<file path="src/rtl/assert_macros.svh">
`ifndef ASSERT_MACROS_SVH
`define ASSERT_MACROS_SVH

// same-cycle implication, disabled in reset
`define NFBA_ASSERT_IMPL(label, ante, cons) \
    label: assert property (@(posedge aclk) disable iff (!aresetn) (ante) |-> (cons)) \
        else $error("nfba assertion failed");

// next-cycle implication, disabled in reset
`define NFBA_ASSERT_NEXT(label, ante, cons) \
    label: assert property (@(posedge aclk) disable iff (!aresetn) (ante) |=> (cons)) \
        else $error("nfba assertion failed");

`endif

</file>
<file path="src/rtl/nfba_pkg.sv">
package nfba_pkg;

    localparam int SIZE_W  = 16;
    localparam int START_W = 4;
    localparam int GRANT_W = 4;

    localparam logic REQ_ALLOC = 1'b0;
    localparam logic REQ_FREE  = 1'b1;

endpackage

</file>
<file path="src/rtl/next_fit_bitmap_allocator_top.sv">
// an allocation sizes the request, searches the busy map with registered reads and marks the
// run before it responds; a free sizes the request, clears min(len, BLOCK_COUNT) blocks from
// the start block and responds; one request at a time
// throughput is set by the busy-map walk, one block per read or write
// reset: synchronous active-low aresetn; afterwards the busy map is swept clear,
// one block per cycle, and no request is taken meanwhile
module next_fit_bitmap_allocator_top import nfba_pkg::*; #(
    parameter int BLOCK_COUNT = 16,
    parameter int BLOCK_BYTES = 64
) (
    input  logic        aclk,
    input  logic        aresetn,
    input  logic        s_tvalid,
    output logic        s_tready,
    input  logic [23:0] s_tdata,   // size_bytes[15:0], start_block[19:16], zero pad
    input  logic        s_tuser,   // req_type
    output logic        m_tvalid,
    input  logic        m_tready,
    output logic [7:0]  m_tdata    // success[0], granted_block[4:1], zero pad
);

    `include "assert_macros.svh"

    localparam int IXW = (BLOCK_COUNT > 1) ? $clog2(BLOCK_COUNT) : 1;
    localparam int CW  = $clog2(BLOCK_COUNT + 2);
    localparam int EW  = CW + 1;
    localparam int XW  = (CW > START_W) ? CW : START_W;
    localparam int GW  = (IXW < GRANT_W) ? IXW : GRANT_W;

    typedef enum logic [7:0] {
        ST_CLEAR = 8'b0000_0001,
        ST_IDLE  = 8'b0000_0010,
        ST_SIZE  = 8'b0000_0100,
        ST_SCAN  = 8'b0000_1000,
        ST_CHECK = 8'b0001_0000,
        ST_MARK  = 8'b0010_0000,
        ST_FREE  = 8'b0100_0000,
        ST_RESP  = 8'b1000_0000
    } state_t;

    state_t             state_reg, state_next;
    logic               type_reg, type_next;
    logic [START_W-1:0] from_reg, from_next;
    logic [IXW-1:0]     idx_reg, idx_next;
    logic [IXW-1:0]     cand_reg, cand_next;
    logic [IXW-1:0]     search_reg, search_next;
    logic [CW-1:0]      off_reg, off_next;
    logic [CW-1:0]      run_len_reg, run_len_next;
    logic [EW-1:0]      elim_reg, elim_next;
    logic               res_ok_reg, res_ok_next;
    logic [GRANT_W-1:0] res_grant_reg, res_grant_next;
    logic               m_valid_reg, m_valid_next;
    logic [7:0]         m_data_reg, m_data_next;

    logic               map_mem [0:BLOCK_COUNT-1];
    logic               rd_bit_reg;
    logic [IXW-1:0]     rd_addr;
    logic [IXW-1:0]     wr_addr;
    logic               wr_en;
    logic               wr_bit;

    logic               len_start;
    logic               len_done;
    logic [CW-1:0]      len_val;
    logic [CW-1:0]      pos_sum;
    logic [EW-1:0]      run_end;
    logic [CW-1:0]      next_cand;

    nfba_len #(
        .BLOCK_COUNT (BLOCK_COUNT),
        .BLOCK_BYTES (BLOCK_BYTES)
    ) u_len (
        .aclk    (aclk),
        .aresetn (aresetn),
        .start   (len_start),
        .bytes   (s_tdata[SIZE_W-1:0]),
        .done    (len_done),
        .len     (len_val)
    );

    assign len_start = (state_reg == ST_IDLE) && s_tvalid;
    assign pos_sum   = CW'(cand_reg) + off_reg;
    assign run_end   = EW'(cand_reg) + EW'(run_len_reg);
    assign next_cand = pos_sum + CW'(1);
    assign rd_addr   = IXW'(pos_sum);

    always_comb begin
        state_next     = state_reg;
        type_next      = type_reg;
        from_next      = from_reg;
        idx_next       = idx_reg;
        cand_next      = cand_reg;
        search_next    = search_reg;
        off_next       = off_reg;
        run_len_next   = run_len_reg;
        elim_next      = elim_reg;
        res_ok_next    = res_ok_reg;
        res_grant_next = res_grant_reg;
        m_valid_next   = m_valid_reg;
        m_data_next    = m_data_reg;
        wr_en          = 1'b0;
        wr_bit         = 1'b0;
        wr_addr        = IXW'(pos_sum);

        if (m_valid_reg && m_tready) begin
            m_valid_next = 1'b0;
        end

        case (state_reg)
            ST_CLEAR: begin
                wr_en   = 1'b1;
                wr_addr = idx_reg;
                if (idx_reg == IXW'(BLOCK_COUNT - 1)) begin
                    idx_next   = '0;
                    state_next = ST_IDLE;
                end else begin
                    idx_next = idx_reg + IXW'(1);
                end
            end
            ST_IDLE: begin
                if (s_tvalid) begin
                    type_next  = s_tuser;
                    from_next  = s_tdata[SIZE_W +: START_W];
                    state_next = ST_SIZE;
                end
            end
            ST_SIZE: begin
                if (XW'(from_reg) >= XW'(BLOCK_COUNT)) begin
                    from_next = START_W'(XW'(from_reg) - XW'(BLOCK_COUNT));
                end else if (len_done) begin
                    idx_next       = IXW'(from_reg);
                    off_next       = '0;
                    elim_next      = '0;
                    cand_next      = search_reg;
                    res_grant_next = '0;
                    run_len_next   = (len_val > CW'(BLOCK_COUNT)) ? CW'(BLOCK_COUNT) : len_val;
                    if (type_reg == REQ_FREE) begin
                        res_ok_next = 1'b1;
                        state_next  = (len_val == '0) ? ST_RESP : ST_FREE;
                    end else if ((len_val == '0) || (len_val > CW'(BLOCK_COUNT))) begin
                        res_ok_next = 1'b0;
                        state_next  = ST_RESP;
                    end else begin
                        state_next = ST_SCAN;
                    end
                end
            end
            ST_SCAN: begin
                if ((off_reg == '0) && (elim_reg >= EW'(BLOCK_COUNT))) begin
                    res_ok_next = 1'b0;
                    state_next  = ST_RESP;
                end else if ((off_reg == '0) && (run_end > EW'(BLOCK_COUNT))) begin
                    // run would pass the end of the pool, skip to block zero
                    elim_next = elim_reg + (EW'(BLOCK_COUNT) - EW'(cand_reg));
                    cand_next = '0;
                end else begin
                    state_next = ST_CHECK;
                end
            end
            ST_CHECK: begin
                if (rd_bit_reg) begin
                    // every start up to the busy block is ruled out
                    elim_next  = elim_reg + EW'(off_reg) + EW'(1);
                    cand_next  = (next_cand == CW'(BLOCK_COUNT)) ? '0 : IXW'(next_cand);
                    off_next   = '0;
                    state_next = ST_SCAN;
                end else if (off_reg + CW'(1) == run_len_reg) begin
                    off_next   = '0;
                    state_next = ST_MARK;
                end else begin
                    off_next   = off_reg + CW'(1);
                    state_next = ST_SCAN;
                end
            end
            ST_MARK: begin
                wr_en  = 1'b1;
                wr_bit = 1'b1;
                if (off_reg + CW'(1) == run_len_reg) begin
                    search_next    = (run_end == EW'(BLOCK_COUNT)) ? '0 : IXW'(run_end);
                    res_ok_next    = 1'b1;
                    res_grant_next = GRANT_W'(cand_reg[GW-1:0]);
                    state_next     = ST_RESP;
                end else begin
                    off_next = off_reg + CW'(1);
                end
            end
            ST_FREE: begin
                wr_en    = 1'b1;
                wr_addr  = idx_reg;
                idx_next = (idx_reg == IXW'(BLOCK_COUNT - 1)) ? '0 : idx_reg + IXW'(1);
                if (off_reg + CW'(1) == run_len_reg) begin
                    state_next = ST_RESP;
                end else begin
                    off_next = off_reg + CW'(1);
                end
            end
            ST_RESP: begin
                if (!m_valid_reg || m_tready) begin
                    m_valid_next = 1'b1;
                    m_data_next  = {3'b000, res_grant_reg, res_ok_reg};
                    state_next   = ST_IDLE;
                end
            end
            default: begin
                state_next = ST_IDLE;
            end
        endcase
    end

    always_ff @(posedge aclk) begin
        if (!aresetn) begin
            state_reg   <= ST_CLEAR;
            idx_reg     <= '0;
            search_reg  <= '0;
            cand_reg    <= '0;
            off_reg     <= '0;
            elim_reg    <= '0;
            m_valid_reg <= 1'b0;
        end else begin
            state_reg   <= state_next;
            idx_reg     <= idx_next;
            search_reg  <= search_next;
            cand_reg    <= cand_next;
            off_reg     <= off_next;
            elim_reg    <= elim_next;
            m_valid_reg <= m_valid_next;
        end
        type_reg      <= type_next;
        from_reg      <= from_next;
        run_len_reg   <= run_len_next;
        res_ok_reg    <= res_ok_next;
        res_grant_reg <= res_grant_next;
        m_data_reg    <= m_data_next;
    end

    // busy map, one write and one registered read per cycle
    always_ff @(posedge aclk) begin
        if (wr_en) begin
            map_mem[wr_addr] <= wr_bit;
        end
        rd_bit_reg <= map_mem[rd_addr];
    end

    assign s_tready = (state_reg == ST_IDLE);
    assign m_tvalid = m_valid_reg;
    assign m_tdata  = m_data_reg;

    `NFBA_ASSERT_IMPL(a_read_in_pool, state_reg == ST_CHECK, pos_sum < CW'(BLOCK_COUNT))
    `NFBA_ASSERT_IMPL(a_elim_bound, state_reg == ST_SCAN, elim_reg < EW'(2 * BLOCK_COUNT))
    `NFBA_ASSERT_IMPL(a_fail_grant, m_valid_reg && !m_data_reg[0], m_data_reg[4:1] == '0)
    `NFBA_ASSERT_NEXT(a_mark_done, (state_reg == ST_MARK) && (state_next == ST_RESP), res_ok_reg)

endmodule

</file>
<file path="src/rtl/nfba_len.sv">
module nfba_len import nfba_pkg::*; #(
    parameter int BLOCK_COUNT = 16,
    parameter int BLOCK_BYTES = 64,
    localparam int CW = $clog2(BLOCK_COUNT + 2)
) (
    input  logic              aclk,
    input  logic              aresetn,
    input  logic              start,
    input  logic [SIZE_W-1:0] bytes,
    output logic              done,
    output logic [CW-1:0]     len
);

    localparam int AW = $clog2((2 ** SIZE_W) + BLOCK_BYTES);

    logic [AW-1:0]     acc_reg, acc_next;
    logic [CW-1:0]     len_reg, len_next;
    logic [SIZE_W-1:0] bytes_reg, bytes_next;
    logic              busy_reg, busy_next;
    logic              done_reg, done_next;

    // block count by repeated add of the block size, saturating one past the pool
    always_comb begin
        acc_next   = acc_reg;
        len_next   = len_reg;
        bytes_next = bytes_reg;
        busy_next  = busy_reg;
        done_next  = done_reg;
        if (start) begin
            acc_next   = '0;
            len_next   = '0;
            bytes_next = bytes;
            busy_next  = 1'b1;
            done_next  = 1'b0;
        end else if (busy_reg) begin
            if ((acc_reg >= AW'(bytes_reg)) || (len_reg == CW'(BLOCK_COUNT + 1))) begin
                busy_next = 1'b0;
                done_next = 1'b1;
            end else begin
                acc_next = acc_reg + AW'(BLOCK_BYTES);
                len_next = len_reg + CW'(1);
            end
        end
    end

    always_ff @(posedge aclk) begin
        if (!aresetn) begin
            busy_reg <= 1'b0;
            done_reg <= 1'b0;
            acc_reg  <= '0;
            len_reg  <= '0;
        end else begin
            busy_reg <= busy_next;
            done_reg <= done_next;
            acc_reg  <= acc_next;
            len_reg  <= len_next;
        end
        bytes_reg <= bytes_next;
    end

    assign done = done_reg;
    assign len  = len_reg;

endmodule
</file>
<file path="config.mk">
export PLATFORM = sky130hd
export DESIGN_NAME = next_fit_bitmap_allocator_top
export DESIGN_NICKNAME = d
export VERILOG_FILES = /design/src/rtl/nfba_pkg.sv /design/src/rtl/next_fit_bitmap_allocator_top.sv /design/src/rtl/nfba_len.sv
export VERILOG_INCLUDE_DIRS = /design/src /design/src/rtl
export SDC_FILE = /design/constraint.sdc
export NUM_CORES = 1
export LEC_CHECK = 0
export BUFFER_PORTS_ARGS = -buffer_cell sky130_fd_sc_hd__buf_2
export CAP_MARGIN = 15
export CORE_ASPECT_RATIO = 1.2
export CORE_UTILIZATION = 45
export CTS_CLUSTER_SIZE = 8
export DETAILED_ROUTE_END_ITERATION = 10
export SYNTH_ARGS = -nofsm -noshare
export SYNTH_HDL_FRONTEND = slang
export SYNTH_HIERARCHICAL = 1
export SYNTH_SLANG_ARGS = --single-unit
</file>
<file path="constraint.sdc">
create_clock -name aclk -period 4 [get_ports aclk]
set_clock_uncertainty 0.15 [all_clocks]
set_input_delay 0.4 -clock aclk [delete_from_list [all_inputs] [get_ports aclk]]
set_output_delay 0.4 -clock aclk [all_outputs]
set_load 0.03 [all_outputs]
</file>
==> results by stage <==
Status:
- The run finished with clean final reports.

Route:
- For this block, the initial DRC count from the detailed router was between 200 and 250.
- After detailed routing, the average wire length per cell comes to 16.83 µm.
- The via count is around 4,400.
- Before antenna repair, the detailed router went through 4 iterations.
- In the routed design, unresolved DRC markers number 0.
- Wires add up to 12,860 µm.
- Using the TritonRoute via totals, the vias-per-cell ratio works out to ~5.7.
- In this run the remaining antenna-violating nets after routing total 0.

Final layout:
- The antenna cell count is 0.
- Excluding fillers, the count of instances in the completed layout stands at 764.
- The total area of sequential cells is 0.002582 mm².
- The post-route netlist has a little under an eighth of its cells at a drive strength greater than 1.
- The count of fill cells added during filler insertion is roughly 1,100.
- The multi-input combinational cells in the finished layout cover a total of around 0.0030 mm².
- The relative area change from synthesis to final layout is 9.305%.
- The number of nets in the finished design is about 670.

Setup path:
- The sort of element at the end of the critical path is a register.
- The data required time of the critical path is 3850 ps.
- The worst setup path is of the register to register kind.
- The dominant cell type by count on the critical path is sky130_fd_sc_hd__nor2_1.
- Counting both buffers and inverters, the worst setup path holds a total of 1.
- Data on the critical path arrives at its endpoint at 2840 ps.
- Traced cell by cell, the critical path runs through inv_1 > ha_1 > xor2_1 > nor2_1 > nand4_1 > nor2_1 > nor2_2 > nor2_1.
- In this design, the stage delay of the slowest critical-path cell is 490 ps.
- Of all nets on the critical path, the largest fanout is 9.
- The kind of cell adding the most delay to the critical path is simple AND/OR/NAND/NOR gates.
- The flop-to-flop setup slack is between 1000 and 1500 ps.
- The worst setup path is launched from a register.
- Among all stages on the critical path, the largest delay is contributed by sky130_fd_sc_hd__dfxtp_1.

Clocking:
- The clock latency reported for the late side of the worst-skew pair is 350 ps.
- After clock tree synthesis, the clock-pin slew on the worst setup and hold paths is roughly 70 ps.
- The cell chosen for the clock root is sky130_fd_sc_hd__clkbuf_16.
- Once the clock tree was built, the resizer swapped 0 gates to a different size.
- TritonCTS built the clock tree.
- The number of clock sinks is around 100.
- Hold repair after CTS inserted 0 buffers.
- The maximum root-to-sink buffer count is 2.
- The buffer count from post-CTS setup fixing is 0.
- Buffers inserted during clock tree synthesis total 9.
- The deepest level of the CTS H-tree is 3.

Pwr:
- Net switching is between 30% and 40% of the power.
- The combinational group share of total power is between 10% and 20%.
- IR analysis of the VDD net gives a maximum drop of about 0.22 mV.
- The switching power is ~0.00080 W.
- The internal portion of total power is 0.001802 W.
- The reported leakage power is 2.352 nW.
- The sequential power share is approximately half.
- The total power divided by cell area is around 410 mW/mm².
- The clock power share is between 30% and 40%.

Yosys:
- For this run, the register share of the synthesized area comes to 44.15%.
- The area share of the largest cell type after synthesis is a little over a quarter.
- Sorting the synthesized cells by area gives the leading types as sky130_fd_sc_hd__edfxtp_1, sky130_fd_sc_hd__dfxtp_1, sky130_fd_sc_hd__ha_1, sky130_fd_sc_hd__a21oi_1, sky130_fd_sc_hd__nor2_1.
- The average cell area after synthesis is around 10 µm².
- After synthesis, the share of flip-flops with an asynchronous set or reset is 0%.
- During synthesis, Yosys emitted a total of 6 warnings.
- The synthesized design contains 52 enable-type register cells.
- Synthesis handed over a netlist of about 570 instances.
- The cell area after synthesis is around 0.0058 mm².
- The dominant synthesized flop cell is sky130_fd_sc_hd__edfxtp_1.
- The distinct cell type count of the synthesized netlist is 74.
- The cell type contributing the most total cell area after synthesis is sky130_fd_sc_hd__edfxtp_1.
- Synthesis inferred around 100 register bits.

Worst hold path:
- The type of the tightest min-delay check is input port to register.

STA:
- The transition at the pin with the smallest max-transition slack is just under 1000 ps.
- The time the worst path needs with I/O delays and setup is slightly below 3000 ps.
- The highest achievable clock rate is ~340 MHz.
- The number of endpoints failing setup at the final stage is 0.
- The final number of max-transition violations is 0.
- Measured against its own limit, the worst slew margin works out to a little over a third.
- Setup repair after global routing left no endpoint under its margin.
- The number of endpoints with negative hold slack in the final report came to 0.
- Setup total negative slack on the finished layout was measured at 0 ps.
- The share of the cycle needed by the critical path after routing is 74.54%.

Placed design:
- The count of buffers added on input and output ports is 31.
- The count of placed standard cells including taps is about 750.
- The routability-driven placement congestion ratio is 0.8447.
- The final HPWL from detailed placement is 9715 µm.

Floorplan:
- The die covers between 0.01 and 0.015 mm².
- The floorplan has 45 rows.
- For this configuration, the core starts out at a cell density of between 40% and 50%.
- In this run the horizontal extent of the chip is approximately 110 µm.
- The number of ports placed on the die boundary is 39.
- The area inside the core boundary is ~0.013 mm².
- The die height is roughly 130 µm.

Global routing:
- The aggregate global-route resource usage is around a fifth.
- The number of global-route vias before repair was approximately 4,300.
- The residual overflow from global routing is 0.
- Entering global routing, the biggest net connects 31 pins.
- The number of antenna violations at the first check in global routing came to 0.
- The first global-routing pass estimated between 20,000 and 25,000 µm of wire.

Flow run:
- The max-capacitance violation count is 0.
stage by stage:
step / hold slack (ps) / power (W) / area (µm²) / utilization [%] / worst slack [ps]
floorplan: 250.3 / 0.001666 / 5857 / - / 884.6
global placement: 256.5 / 0.001785 / 6120 / 48.31 / 1102
detailed placement: 255.6 / 0.001796 / 6120 / 48.31 / 1046
CTS: 60.43 / 0.002621 / 6394 / 50.47 / 1041
global route: 59.82 / 0.002732 / 6394 / 50.47 / 695.1
finish: 73.63 / 0.002605 / 6394 / 50.47 / 1018
power by group through the flow:
stage	clock [W]	combinational (W)	sequential, W
after floorplan	0	0.000399	0.00127
after global placement	0	0.000506	0.00128
after CTS	0.000846	0.000516	0.00126
after global routing	0.000887	0.000575	0.00127
after detailed placement	0	0.000514	0.00128
final	0.000829	0.000516	0.00126
cells by family (layout without fill, tap and decap cells):
kind of cell / count (synthesis) / after routing / share of synthesized area (%)
compound gates: 133 / 133 / 16.02
mux: 11 / 11 / 2.952
fa+ha+maj: 44 / 44 / 9.925
buf+inv: 51 / 80 / 4.043
flops: 103 / 103 / 44.15
xor+xnor: 20 / 20 / 3.230
simple gates: 206 / 206 / 19.61
other cells: 1 / 3 / 0.06411
layout by cell type (no fill, tap or decap), types with 4 or more instances in the layout:
master / count
sky130_fd_sc_hd__mux4_2: 5
sky130_fd_sc_hd__xnor2_1: 14
sky130_fd_sc_hd__nor2_1: 52
sky130_fd_sc_hd__nor3b_1: 7
sky130_fd_sc_hd__nand2b_1: 9
sky130_fd_sc_hd__a31oi_1: 5
sky130_fd_sc_hd__nor3_1: 11
sky130_fd_sc_hd__a21o_1: 6
sky130_fd_sc_hd__edfxtp_1: 52
sky130_fd_sc_hd__nor2b_1: 13
sky130_fd_sc_hd__and2_1: 7
sky130_fd_sc_hd__a21oi_1: 43
sky130_fd_sc_hd__dfxtp_1: 51
sky130_fd_sc_hd__nand2_1: 34
sky130_fd_sc_hd__clkbuf_16: 9
sky130_fd_sc_hd__and3_1: 8
sky130_fd_sc_hd__inv_1: 31
sky130_fd_sc_hd__xor2_1: 5
sky130_fd_sc_hd__o21ai_0: 15
sky130_fd_sc_hd__nand4_1: 4
sky130_fd_sc_hd__o31ai_1: 12
sky130_fd_sc_hd__ha_1: 40
sky130_fd_sc_hd__nand3_1: 16
sky130_fd_sc_hd__mux2i_1: 6
sky130_fd_sc_hd__o2bb2ai_1: 4
sky130_fd_sc_hd__or4_1: 12
sky130_fd_sc_hd__o21a_1: 11
sky130_fd_sc_hd__a221oi_1: 5
sky130_fd_sc_hd__or3_1: 9
sky130_fd_sc_hd__o2111ai_1: 4
sky130_fd_sc_hd__fa_1: 4
sky130_fd_sc_hd__buf_2: 31
final cells by class:
class	count	area share, %
Clock buffer	9	3.523
Multi-Input combinational cell	417	47.51
Inverter	31	1.820
Sequential cell	103	40.39
Timing Repair Buffer	34	2.779
Clock inverter	6	0.7632
Tap cell	164	3.209
worst paths after layout:
check                        start            endpoint  cells after the start
setup / recovery        off_reg[1]    res_grant_reg[2]                      8
hold / removal          s_tdata[8]  u_len/bytes_reg[8]                      1
setup reg to reg        off_reg[1]    res_grant_reg[2]                      8
hold reg to reg   res_grant_reg[1]          m_tdata[2]                      0
synthesized netlist by cell type (6+ instances only):
| cell type | number |
|---|---|
| sky130_fd_sc_hd__or3_1 | 9 |
| sky130_fd_sc_hd__and3_1 | 8 |
| sky130_fd_sc_hd__nor2b_1 | 13 |
| sky130_fd_sc_hd__nor3_1 | 11 |
| sky130_fd_sc_hd__nand2_1 | 34 |
| sky130_fd_sc_hd__nand3_1 | 16 |
| sky130_fd_sc_hd__nor3b_1 | 7 |
| sky130_fd_sc_hd__xnor2_1 | 14 |
| sky130_fd_sc_hd__ha_1 | 40 |
| sky130_fd_sc_hd__edfxtp_1 | 52 |
| sky130_fd_sc_hd__and2_1 | 7 |
| sky130_fd_sc_hd__inv_1 | 31 |
| sky130_fd_sc_hd__clkbuf_1 | 10 |
| sky130_fd_sc_hd__mux2i_1 | 6 |
| sky130_fd_sc_hd__a21oi_1 | 43 |
| sky130_fd_sc_hd__o31ai_1 | 12 |
| sky130_fd_sc_hd__nor2_1 | 52 |
| sky130_fd_sc_hd__a21o_1 | 6 |
| sky130_fd_sc_hd__or4_1 | 12 |
| sky130_fd_sc_hd__o21ai_0 | 15 |
| sky130_fd_sc_hd__dfxtp_1 | 51 |
| sky130_fd_sc_hd__o21a_1 | 11 |
| sky130_fd_sc_hd__nand2b_1 | 9 |
routing by layer:
| layer | routed length, µm | GRT usage, % | up-vias |
|---|---|---|---|
| li1 | - | - | 2183 |
| met1 | 5553 | 23.48 | 2097 |
| met2 | 6677 | 36.60 | 71 |
| met3 | 347 | 2.672 | 17 |
| met4 | 282 | 7.761 | 0 |
| met5 | 0 | 0 | - |
worst reg2reg max path: stages (launching register included):
cell and delay (ps):
sky130_fd_sc_hd__dfxtp_1 490, sky130_fd_sc_hd__inv_1 130, sky130_fd_sc_hd__ha_1 320, sky130_fd_sc_hd__xor2_1 150, sky130_fd_sc_hd__nor2_1 100, sky130_fd_sc_hd__nand4_1 380
sky130_fd_sc_hd__nor2_1 460, sky130_fd_sc_hd__nor2_2 100, sky130_fd_sc_hd__nor2_1 350
(Power assumes the default switching activity.)
